**src/twl_pkg.sv**
```systemverilog
// Package for the throttle window limiter: constants, microcode types and the control store.
`default_nettype none
package twl_pkg;

	// configuration port
	localparam int CFG_IDX_W  = 3;
	localparam int CFG_DATA_W = 16;

	typedef enum logic [CFG_IDX_W-1:0] {
		REG_MAX_RPM       = 3'd0,
		REG_RPM_DIVISOR   = 3'd1,
		REG_LAUNCH_VALUE  = 3'd2,
		REG_WINDOW_MARGIN = 3'd3,
		REG_MIN_CELL_MV   = 3'd4
	} cfg_reg_t;

	localparam logic [15:0] MAX_RPM_RST       = 16'd5000;
	localparam logic [9:0]  RPM_DIVISOR_RST   = 10'd106;
	localparam logic [7:0]  LAUNCH_VALUE_RST  = 8'd30;
	localparam logic [6:0]  WINDOW_MARGIN_RST = 7'd40;
	localparam logic [15:0] MIN_CELL_MV_RST   = 16'd3300;

	// datapath constants, Q8.8 where fractional
	localparam logic [15:0] PACK_LOW_MV   = 16'd44000;
	localparam logic [15:0] KV_CAP        = 16'd10240;   // 40.0
	localparam logic [15:0] LOW_SPEED_RPM = 16'd2000;
	localparam logic [6:0]  PCT_TIER0     = 7'd85;
	localparam logic [6:0]  PCT_TIER1     = 7'd90;
	localparam logic [6:0]  PCT_TIER2     = 7'd95;
	localparam logic [16:0] TIER_STEP_MV  = 17'd100;
	localparam logic [7:0]  HOT_TEMP      = 8'd120;
	localparam logic [7:0]  STANDSTILL_THR = 8'd20;
	localparam logic [15:0] FULL_Q        = 16'd65280;   // 255.0

	// constant divisions as floor(x * M / 2^k), exact over the operand ranges used
	localparam logic [23:0] SLOPE_RECIP = 24'd16492675;  // speed*6144/3125, k = 23
	localparam logic [23:0] PCT_RECIP   = 24'd10737419;  // x/100, k = 30
	localparam logic [15:0] HOT_RECIP   = 16'd52429;     // x/5, k = 18

	// divider: 24-bit dividend, 12-bit divisor, two quotient bits a cycle
	localparam int DIV_NUM_W = 24;
	localparam int DIV_DEN_W = 12;
	localparam logic [3:0] DIV_CYC_24 = 4'd12;

	typedef logic [3:0] step_t;

	typedef enum logic [3:0] {
		UOP_NOP,
		UOP_LATCH,
		UOP_KV_LOAD,
		UOP_DIV_STEP,
		UOP_KV_DONE,
		UOP_GAS_LOAD,
		UOP_GAS_DONE,
		UOP_CELL_LOAD,
		UOP_CELL_DONE,
		UOP_HOT_DONE,
		UOP_FIX_BASE,
		UOP_FINISH
	} uop_t;

	typedef enum logic [2:0] {
		C_NEVER,
		C_ALWAYS,
		C_NO_INPUT,
		C_DIV_MORE,
		C_FAST,
		C_NO_TIER,
		C_NOT_HOT,
		C_OUT_FREE
	} cond_t;

	typedef struct packed {
		uop_t  op;
		cond_t cond;
		step_t target;
	} ucw_t;

	localparam step_t STEP_IDLE = 4'd0;

	// control store: taken jump goes to target, otherwise to the next step
	function automatic ucw_t ucode_rom(input step_t step);
		ucw_t w;
		unique case (step)
			4'd0:    w = '{UOP_LATCH,     C_NO_INPUT, 4'd0};
			4'd1:    w = '{UOP_KV_LOAD,   C_NEVER,    4'd0};
			4'd2:    w = '{UOP_DIV_STEP,  C_DIV_MORE, 4'd2};
			4'd3:    w = '{UOP_KV_DONE,   C_FAST,     4'd6};
			4'd4:    w = '{UOP_GAS_LOAD,  C_NEVER,    4'd0};
			4'd5:    w = '{UOP_GAS_DONE,  C_NEVER,    4'd0};
			4'd6:    w = '{UOP_CELL_LOAD, C_NO_TIER,  4'd8};
			4'd7:    w = '{UOP_CELL_DONE, C_NEVER,    4'd0};
			4'd8:    w = '{UOP_NOP,       C_NOT_HOT,  4'd10};
			4'd9:    w = '{UOP_HOT_DONE,  C_NEVER,    4'd0};
			4'd10:   w = '{UOP_FIX_BASE,  C_NEVER,    4'd0};
			4'd11:   w = '{UOP_FINISH,    C_OUT_FREE, STEP_IDLE};
			default: w = '{UOP_NOP,       C_ALWAYS,   4'd11};
		endcase
		return w;
	endfunction

endpackage
`default_nettype wire

```
**src/twl_if.sv**
```systemverilog
// Sample and result channel interfaces of the throttle window limiter.
`default_nettype none
interface twl_sample_if;
	logic        valid;
	logic        ready;
	logic [7:0]  throttle;
	logic [15:0] speed_rpm;
	logic [15:0] pack_mv;
	logic [15:0] lowest_cell_mv;
	logic [7:0]  temperature;

	modport source (output valid, output throttle, output speed_rpm, output pack_mv,
		output lowest_cell_mv, output temperature, input ready);
	modport sink (input valid, input throttle, input speed_rpm, input pack_mv,
		input lowest_cell_mv, input temperature, output ready);
endinterface

interface twl_result_if;
	logic       valid;
	logic       ready;
	logic [7:0] drive_value;
	logic [1:0] band;
	logic       over_limit;

	modport source (output valid, output drive_value, output band, output over_limit,
		input ready);
	modport sink (input valid, input drive_value, input band, input over_limit,
		output ready);
endinterface
`default_nettype wire

```
**src/throttle_window_limiter_core.sv**
```systemverilog
// Throttle window limiter: microcoded sequencer, serial speed divider, reciprocal multiplies.
// The sequencer accepts a sample, runs the speed quotient through the serial divider, then adds
// the low-speed gas slope, cell derating and heat derating, each only where it applies.
// Samples: one in work at a time; the next is accepted the cycle after the result is
// registered; a result waiting for ready holds the sequencer.
// Reset: arst_n clears the step counter, indicator and result valid, loads register defaults.
`default_nettype none
module throttle_window_limiter_core (
	input  logic                               clk,
	input  logic                               arst_n,
	input  logic                               cfg_we,
	input  logic [twl_pkg::CFG_IDX_W-1:0]      cfg_index,
	input  logic [twl_pkg::CFG_DATA_W-1:0]     cfg_data,
	twl_sample_if.sink                         sample,
	twl_result_if.source                       result
);
	import twl_pkg::*;

	// configuration
	logic [15:0] max_rpm_q;
	logic [9:0]  rpm_div_q;
	logic [7:0]  launch_q;
	logic [6:0]  margin_q;
	logic [15:0] min_cell_q;

	// sequencer
	step_t step_q, step_d;
	ucw_t  cw;
	logic  cond_true;
	logic  accept;

	// datapath
	logic [7:0]  thr_q;
	logic [15:0] spd_q;
	logic [15:0] pack_q;
	logic [15:0] cell_q;
	logic [7:0]  temp_q;
	logic [7:0]  base_q;
	logic [15:0] gas_q;
	logic        over_q;

	logic [DIV_NUM_W-1:0] num_q;
	logic [DIV_DEN_W-1:0] rem_q;
	logic [DIV_DEN_W-1:0] den_q;
	logic [3:0]           cnt_q;

	logic        out_valid_q;
	logic [7:0]  drive_q;
	logic [1:0]  band_q;
	logic        over_lim_q;

	// ---------------- configuration writes ----------------
	always_ff @(posedge clk or negedge arst_n) begin
		if (!arst_n) begin
			max_rpm_q  <= MAX_RPM_RST;
			rpm_div_q  <= RPM_DIVISOR_RST;
			launch_q   <= LAUNCH_VALUE_RST;
			margin_q   <= WINDOW_MARGIN_RST;
			min_cell_q <= MIN_CELL_MV_RST;
		end else if (cfg_we) begin
			case (cfg_index)
				REG_MAX_RPM:       max_rpm_q  <= cfg_data;
				REG_RPM_DIVISOR:   rpm_div_q  <= cfg_data[9:0];
				REG_LAUNCH_VALUE:  launch_q   <= cfg_data[7:0];
				REG_WINDOW_MARGIN: margin_q   <= cfg_data[6:0];
				REG_MIN_CELL_MV:   min_cell_q <= cfg_data;
				default: ;
			endcase
		end
	end

	// ---------------- divider core, two bits a cycle ----------------
	logic [DIV_DEN_W:0]   r1, r2;
	logic                 ge1, ge2;
	logic [DIV_DEN_W-1:0] rem1, rem2;
	logic [DIV_NUM_W-1:0] n1, n2;

	always_comb begin
		r1   = {rem_q, num_q[DIV_NUM_W-1]};
		ge1  = r1 >= {1'b0, den_q};
		rem1 = ge1 ? DIV_DEN_W'(r1 - {1'b0, den_q}) : r1[DIV_DEN_W-1:0];
		n1   = {num_q[DIV_NUM_W-2:0], ge1};
		r2   = {rem1, n1[DIV_NUM_W-1]};
		ge2  = r2 >= {1'b0, den_q};
		rem2 = ge2 ? DIV_DEN_W'(r2 - {1'b0, den_q}) : r2[DIV_DEN_W-1:0];
		n2   = {n1[DIV_NUM_W-2:0], ge2};
	end

	// ---------------- datapath helpers ----------------
	logic [15:0] spd_clamped;
	logic [15:0] kv_sat, kv_cap;
	logic [18:0] kv5;
	logic [7:0]  base_sat;
	logic [34:0] slope_prod;
	logic [46:0] cell_prod;
	logic [31:0] hot_prod;
	logic [16:0] gas_sum;
	logic [16:0] tier1_lim, tier2_lim;
	logic        no_tier;
	logic [6:0]  pct;
	logic [22:0] derate_prod;
	logic [16:0] top_sum;
	logic [15:0] headroom;
	logic [7:0]  base_fixed;
	logic [8:0]  upper;
	logic [8:0]  thr_lo;
	logic [7:0]  drive_d;
	logic [1:0]  band_d;
	logic        over_d;

	assign spd_clamped = (sample.speed_rpm >= max_rpm_q) ? max_rpm_q : sample.speed_rpm;

	always_comb begin
		kv_sat = (num_q[23:16] != 8'd0) ? 16'hFFFF : num_q[15:0];
		kv_cap = (kv_sat >= KV_CAP && pack_q <= PACK_LOW_MV) ? KV_CAP : kv_sat;
		kv5 = {3'd0, kv_cap} + {1'b0, kv_cap, 2'b00};
		base_sat = (kv5[18:16] != 3'd0) ? 8'hFF : kv5[15:8];
	end

	// speed is at most 2000 on the low-speed path, so 11 bits carry it
	assign slope_prod = {24'd0, spd_q[10:0]} * {11'd0, SLOPE_RECIP};
	assign cell_prod  = {24'd0, num_q[22:0]} * {23'd0, PCT_RECIP};
	assign hot_prod   = {16'd0, gas_q} * {16'd0, HOT_RECIP};
	assign gas_sum    = {1'b0, launch_q, 8'd0} + {1'b0, num_q[15:0]};

	always_comb begin
		tier1_lim = {1'b0, min_cell_q} + TIER_STEP_MV;
		tier2_lim = tier1_lim + TIER_STEP_MV;
		no_tier   = 1'b0;
		if (cell_q <= min_cell_q)
			pct = PCT_TIER0;
		else if ({1'b0, cell_q} <= tier1_lim)
			pct = PCT_TIER1;
		else if ({1'b0, cell_q} <= tier2_lim)
			pct = PCT_TIER2;
		else begin
			pct     = PCT_TIER2;
			no_tier = 1'b1;
		end
		derate_prod = {7'd0, gas_q} * {16'd0, pct};
	end

	// base pulled down so base + gas stays at or below full scale, else raised to the window margin if not above it
	always_comb begin
		top_sum  = {1'b0, base_q, 8'd0} + {1'b0, gas_q};
		headroom = FULL_Q - gas_q;
		if (top_sum >= {1'b0, FULL_Q})
			base_fixed = (gas_q >= FULL_Q) ? 8'd0 : headroom[15:8];
		else if (base_q <= {1'b0, margin_q})
			base_fixed = {1'b0, margin_q};
		else
			base_fixed = base_q;
	end

	always_comb begin
		upper  = {1'b0, base_q} + {1'b0, gas_q[15:8]};
		thr_lo = {1'b0, thr_q} + {2'd0, margin_q};
		over_d = over_q;
		if (spd_q == 16'd0 && thr_q > STANDSTILL_THR) begin
			drive_d = launch_q;
			band_d  = 2'd0;
		end else if ({1'b0, thr_q} > upper) begin
			drive_d = upper[8] ? 8'hFF : upper[7:0];
			band_d  = 2'd1;
			over_d  = 1'b1;
		end else if (thr_lo < {1'b0, base_q}) begin
			drive_d = base_q - {1'b0, margin_q};
			band_d  = 2'd2;
		end else begin
			drive_d = thr_q;
			band_d  = 2'd3;
			over_d  = 1'b0;
		end
	end

	// ---------------- sequencer ----------------
	assign sample.ready = (step_q == STEP_IDLE);
	assign accept       = sample.valid && sample.ready;
	assign cw           = ucode_rom(step_q);

	always_comb begin
		unique case (cw.cond)
			C_NEVER:    cond_true = 1'b0;
			C_ALWAYS:   cond_true = 1'b1;
			C_NO_INPUT: cond_true = !accept;
			C_DIV_MORE: cond_true = (cnt_q != 4'd1);
			C_FAST:     cond_true = (spd_q > LOW_SPEED_RPM);
			C_NO_TIER:  cond_true = no_tier;
			C_NOT_HOT:  cond_true = (temp_q < HOT_TEMP);
			C_OUT_FREE: cond_true = !out_valid_q || result.ready;
			default:    cond_true = 1'b0;
		endcase
		step_d = cond_true ? cw.target : step_t'(step_q + 4'd1);
	end

	always_ff @(posedge clk or negedge arst_n) begin
		if (!arst_n)
			step_q <= STEP_IDLE;
		else
			step_q <= step_d;
	end

	// ---------------- datapath registers ----------------
	always_ff @(posedge clk) begin
		case (cw.op)
			UOP_LATCH: begin
				if (accept) begin
					thr_q  <= sample.throttle;
					spd_q  <= spd_clamped;
					pack_q <= sample.pack_mv;
					cell_q <= sample.lowest_cell_mv;
					temp_q <= sample.temperature;
				end
			end
			UOP_KV_LOAD: begin
				num_q <= {spd_q, 8'd0};
				den_q <= {2'd0, (rpm_div_q == 10'd0) ? 10'd1 : rpm_div_q};
				rem_q <= '0;
				cnt_q <= DIV_CYC_24;
			end
			UOP_DIV_STEP: begin
				num_q <= n2;
				rem_q <= rem2;
				cnt_q <= cnt_q - 4'd1;
			end
			UOP_KV_DONE: begin
				base_q <= base_sat;
				gas_q  <= {1'b0, margin_q, 8'd0};
			end
			UOP_GAS_LOAD:  num_q <= {12'd0, slope_prod[34:23]};
			UOP_GAS_DONE:  gas_q <= gas_sum[16] ? 16'hFFFF : gas_sum[15:0];
			UOP_CELL_LOAD: num_q <= {1'b0, derate_prod};
			UOP_CELL_DONE: gas_q <= cell_prod[45:30];
			UOP_HOT_DONE:  gas_q <= {2'd0, hot_prod[31:18]};
			UOP_FIX_BASE:  base_q <= base_fixed;
			default: ;
		endcase
	end

	// ---------------- indicator and result register ----------------
	logic finish_fire;
	assign finish_fire = (cw.op == UOP_FINISH) && (!out_valid_q || result.ready);

	always_ff @(posedge clk or negedge arst_n) begin
		if (!arst_n) begin
			over_q      <= 1'b0;
			out_valid_q <= 1'b0;
		end else begin
			if (finish_fire) begin
				over_q      <= over_d;
				out_valid_q <= 1'b1;
			end else if (result.ready) begin
				out_valid_q <= 1'b0;
			end
		end
	end

	always_ff @(posedge clk) begin
		if (finish_fire) begin
			drive_q    <= drive_d;
			band_q     <= band_d;
			over_lim_q <= over_d;
		end
	end

	assign result.valid       = out_valid_q;
	assign result.drive_value = drive_q;
	assign result.band        = band_q;
	assign result.over_limit  = over_lim_q;

endmodule
`default_nettype wire

```
**src/flat_wrapper.sv**
```systemverilog
// flat-port wrapper written by rule: the top's interface ports become plain ports
module throttle_window_limiter_core_flat import twl_pkg::*;
  (clk, arst_n, cfg_we, cfg_index, cfg_data, sample_valid, sample_throttle, sample_speed_rpm, sample_pack_mv, sample_lowest_cell_mv, sample_temperature, sample_ready, result_valid, result_drive_value, result_band, result_over_limit, result_ready);
  twl_sample_if sample_i ();
  twl_result_if result_i ();
  input  logic clk;
  input  logic arst_n;
  input  logic cfg_we;
  input  logic [twl_pkg::CFG_IDX_W-1:0] cfg_index;
  input  logic [twl_pkg::CFG_DATA_W-1:0] cfg_data;
  input wire logic [$bits(sample_i.valid)-1:0] sample_valid;
  input wire logic [$bits(sample_i.throttle)-1:0] sample_throttle;
  input wire logic [$bits(sample_i.speed_rpm)-1:0] sample_speed_rpm;
  input wire logic [$bits(sample_i.pack_mv)-1:0] sample_pack_mv;
  input wire logic [$bits(sample_i.lowest_cell_mv)-1:0] sample_lowest_cell_mv;
  input wire logic [$bits(sample_i.temperature)-1:0] sample_temperature;
  output wire logic [$bits(sample_i.ready)-1:0] sample_ready;
  output wire logic [$bits(result_i.valid)-1:0] result_valid;
  output wire logic [$bits(result_i.drive_value)-1:0] result_drive_value;
  output wire logic [$bits(result_i.band)-1:0] result_band;
  output wire logic [$bits(result_i.over_limit)-1:0] result_over_limit;
  input wire logic [$bits(result_i.ready)-1:0] result_ready;
  assign sample_i.valid = sample_valid;
  assign sample_i.throttle = sample_throttle;
  assign sample_i.speed_rpm = sample_speed_rpm;
  assign sample_i.pack_mv = sample_pack_mv;
  assign sample_i.lowest_cell_mv = sample_lowest_cell_mv;
  assign sample_i.temperature = sample_temperature;
  assign sample_ready = sample_i.ready;
  assign result_valid = result_i.valid;
  assign result_drive_value = result_i.drive_value;
  assign result_band = result_i.band;
  assign result_over_limit = result_i.over_limit;
  assign result_i.ready = result_ready;
  throttle_window_limiter_core u_core (.clk(clk), .arst_n(arst_n), .cfg_we(cfg_we), .cfg_index(cfg_index), .cfg_data(cfg_data), .sample(sample_i), .result(result_i));
endmodule
```
**config.mk**
```make
export PLATFORM = sky130hd
export DESIGN_NAME = throttle_window_limiter_core_flat
export DESIGN_NICKNAME = d
export VERILOG_FILES = /design/src/twl_pkg.sv /design/src/twl_if.sv /design/src/throttle_window_limiter_core.sv /design/src/flat_wrapper.sv
export SDC_FILE = /design/constraint.sdc
export NUM_CORES = 2
export LEC_CHECK = 0
export ABC_CLOCK_PERIOD_IN_PS = 7100
export BUFFER_PORTS_ARGS = -buffer_cell sky130_fd_sc_hd__buf_2
export CAP_MARGIN = 20
export CELL_PAD_IN_SITES_DETAIL_PLACEMENT = 1
export CELL_PAD_IN_SITES_GLOBAL_PLACEMENT = 1
export CORE_UTILIZATION = 40
export DETAILED_ROUTE_END_ITERATION = 10
export PLACE_DENSITY = 0.66
export SETUP_SLACK_MARGIN = 0.1
export SLEW_MARGIN = 10
export SYNTH_ARGS = -nofsm -noshare
export SYNTH_HDL_FRONTEND = slang
export SYNTH_SLANG_ARGS = --single-unit
export TNS_END_PERCENT = 100
```
**constraint.sdc**
```tcl
create_clock -name clk -period 7.1 [get_ports clk]
set_input_delay 2.13 -clock clk [delete_from_list [all_inputs] [get_ports clk]]
set_output_delay 2.13 -clock clk [all_outputs]
set_load 0.005 [all_outputs]
```
==> flow_metrics.py <==
metrics = {
    "status": {
        "run_status": "finished, violations left",
        "failed_checks": "negative setup slack",
    },
    "synthesis": {
        "synthArstFlopShare_pct": 30.14,
        "syn-num-nets": 4544,
        "synth_top_area_share_pct": 25.11,
        "yosys_warnings": 0,
        "ys_ff_latch": 209,
        "syn_inst": 3372,
        "synth_area_leaders": "ha_1 25%, fa_1 24%, edfxtp_1 13%",
        "ys.flop_type": "edfxtp_1",
        "syn-cell-area_um2": 33790,
        "seq_area_frac_synth_pct": 17.72,
        "synth_edf_count": 146,
        "synth_top_area_cell": "ha_1",
        "synth_cell_types": 80,
        "syn_avg_cell_area_um2": 10.02,
    },
    "floorplan": {
        "die_height_um": 292.6,
        "fp.dieW_um": 292.6,
        "num_io_pins": 101,
        "rows": 106,
        "initial_core_util_pct": 40.44,
        "core_region_area_um2": 83560,
        "dieArea_um2": 85640,
    },
    "timing": {
        "finalCritPeriodShare_pct": 100.3,
        "fin_worst_skew_ps": 41.37,
        "rsz0062_at_grt": "true",
        "fmax_mhz": 140.4,
        "drv_slew": 0,
        "tightest_slew_ps": 995.3,
        "layout_setup_ws_ps": -24.73,
        "whs_ps": 476.9,
        "hold_violations": 0,
        "min_period_ps": 7125,
        "timing.setup.tns_ps": -50.32,
        "setup_violations": 3,
        "maxSlewHeadroom_pct": 33.40,
    },
    "critical_path": {
        "cp_max_fo": 5,
        "start_kind": "flip-flop",
        "cp_slowest_stage_delay_ps": 510,
        "slowest_stage": "fa_1",
        "setup.worst_path.end_class": "flip-flop",
        "arrival_ps": 7400,
        "path_class": "flip-flop to flip-flop",
        "worstPathRequired_ps": 7380,
    },
    "finish": {
        "postLayoutCellArea_um2": 39730,
        "nNetsFinal": 4921,
        "fill_cells": 9377,
        "layout_commonest_cell": "inv_1",
        "area.sequential_um2": 5987,
        "utilization_pct": 47.55,
        "area_delta_synth_final_pct": 17.58,
        "n_antenna_cell": 0,
        "multiInputGateArea_um2": 25960,
        "drive_gt1_share_pct": 18.55,
        "layout_common_cells": "691 x inv_1, 653 x ha_1, 389 x fa_1, 270 x buf_4, 147 x o21ai_0",
    },
    "clocking": {
        "cts_tree": "yes",
        "insertion_delay_ps": 580,
        "cts_root_buffer": "clkbuf_16",
        "numCtsBuffers": 26,
        "htree_levels": 1,
        "hold_buffers": 0,
        "cts_buffer_depth": 3,
        "clock_sinks": 209,
        "clk_pin_slew_ps": 60,
    },
    "detailed_routing": {
        "viasPerCell": 5.321,
        "drt-initial-drc-count": 1080,
        "wirelength_um": 103500,
        "ant_nets": 0,
        "vias": 25800,
        "drc": 0,
        "avgRoutedWirePerCell_um": 21.35,
        "first_pass_iters": 5,
    },
    "global_route": {
        "gr-total-overflow": 0,
        "grt_pass1_vias": 28610,
        "grt_pass1_wl_um": 161400,
        "antenna_found_initial": 1,
        "grtUsageTotal_pct": 24.36,
        "grt_max_degree": 64,
    },
    "placed_design": {
        "dp_hpwl_um": 85380,
        "portBuffers": 97,
        "place_area_um2": 37160,
        "routabilityCongestion": 0.9007,
    },
    "min_path": {
        "hold_class": "flip-flop to flip-flop",
    },
    "flow_run": {
        "cap_violations": 0,
    },
}
-- cells by family (layout without fill, tap and decap cells) --
family	after synthesis	after routing	share of synthesized area (%)
xor gates and xnor gates	136	136	3.525
AOI/OAI and AO/OA	578	578	11.11
buffers and inverters	762	1159	8.484
muxes	65	65	2.111
DFF	209	209	17.72
adders and majority gates	1084	1084	49.16
and+or+nand+nor	538	538	7.884
-- critical path, delay by kind of cell, from the launching register on --
family	cells	cell delay (ps)
XOR/XNOR	2	340
flip-flops	1	420
adder cells (fa/ha/maj)	7	2570
AO/OA/AOI/OAI	9	1580
buffers and inverters	8	910
AND/OR/NAND/NOR	7	990
-- metal layers --
| layer | vias to the layer above | global-route usage [%] | part of all wire (%) |
|---|---|---|---|
| li1 | 12130 | - | - |
| met1 | 13110 | 31.90 | 44 |
| met2 | 440 | 43.78 | 50 |
| met3 | 119 | 1.996 | 3.3 |
| met4 | 2 | 4.942 | 2.3 |
| met5 | - | 0 | 0.011 |
-- timing repair --
action                                  CTS  global route
hold endpoints to repair                  0             0
gates resized for setup                  91           157
buffers inserted                         53            30
endpoints found under the setup margin   26            35
pin swaps                                69           152
gates cloned                              0             0
-- synth_stat cells, types with 7 or more instances --
cell type / instances
a211o_1: 7
xnor2_1: 97
a221o_1: 8
nand2b_1: 26
and3_1: 10
mux2i_1: 15
fa_1: 406
a21o_1: 59
a22oi_1: 10
nand2_1: 153
ha_1: 678
o211ai_1: 10
o21a_1: 26
or3_1: 15
edfxtp_1: 146
dfstp_2: 21
nand4_1: 27
o31ai_1: 16
a211oi_1: 18
nor2_1: 101
a2111oi_0: 10
nor3_1: 47
a21oi_1: 118
or2_2: 8
nor2b_1: 35
nor4_1: 9
dfrtp_1: 42
a31oi_1: 13
o21ai_0: 169
inv_1: 717
clkbuf_1: 36
o221ai_1: 15
nand3_1: 56
mux2_2: 50
o21bai_1: 16
xor2_1: 39
a21boi_0: 9
and2_1: 22
-- flip-flops by register name (all words and copies together) (netlist names), 10 cells and up --
name,flops
u_core.gas_q,16
u_core.min_cell_q,16
u_core.pack_q,16
u_core.rem_q,12
u_core.cell_q,16
u_core.den_q,10
u_core.rpm_div_q,10
u_core.spd_q,16
u_core.max_rpm_q,16
u_core.num_q,24
-- stage by stage --
stage	instances	setup slack (ps)
global placement	4724	-318.4
finish	4849	-24.73
global route	4849	-339.1
CTS	4825	42.34
floorplan	3372	113.6
detailed placement	4724	-395.3
-- final cells by class --
type	count	area share, %
multi-input combinational	2401	65.34
sequential	209	15.07
timing repair buffer	394	7.206
inverter	717	6.781
tap	1080	3.401
clock buffer	33	1.754
clock inverter	15	0.4472
-- path summary, 6_finish.rpt --
| path | start | to | slack [ps] | cells past startpoint |
|---|---|---|---|---|
| setup reg to reg | u_core.min_cell_q[3] | u_core.num_q[18] | -20 | 33 |
| setup / recovery | u_core.min_cell_q[3] | u_core.num_q[18] | -20 | 33 |
| max in group asynchronous | arst_n | u_core.step_q[2] | 4730 | 2 |
| hold / removal | u_core.rpm_div_q[4] | u_core.den_q[4] | 480 | 0 |
| hold reg to reg | u_core.rpm_div_q[4] | u_core.den_q[4] | 480 | 0 |
| min in group asynchronous | arst_n | u_core.max_rpm_q[10] | 1770 | 2 |
Power is not shown: default switching activity piles up to over one toggle a cycle in this logic, so the estimate is an artifact.
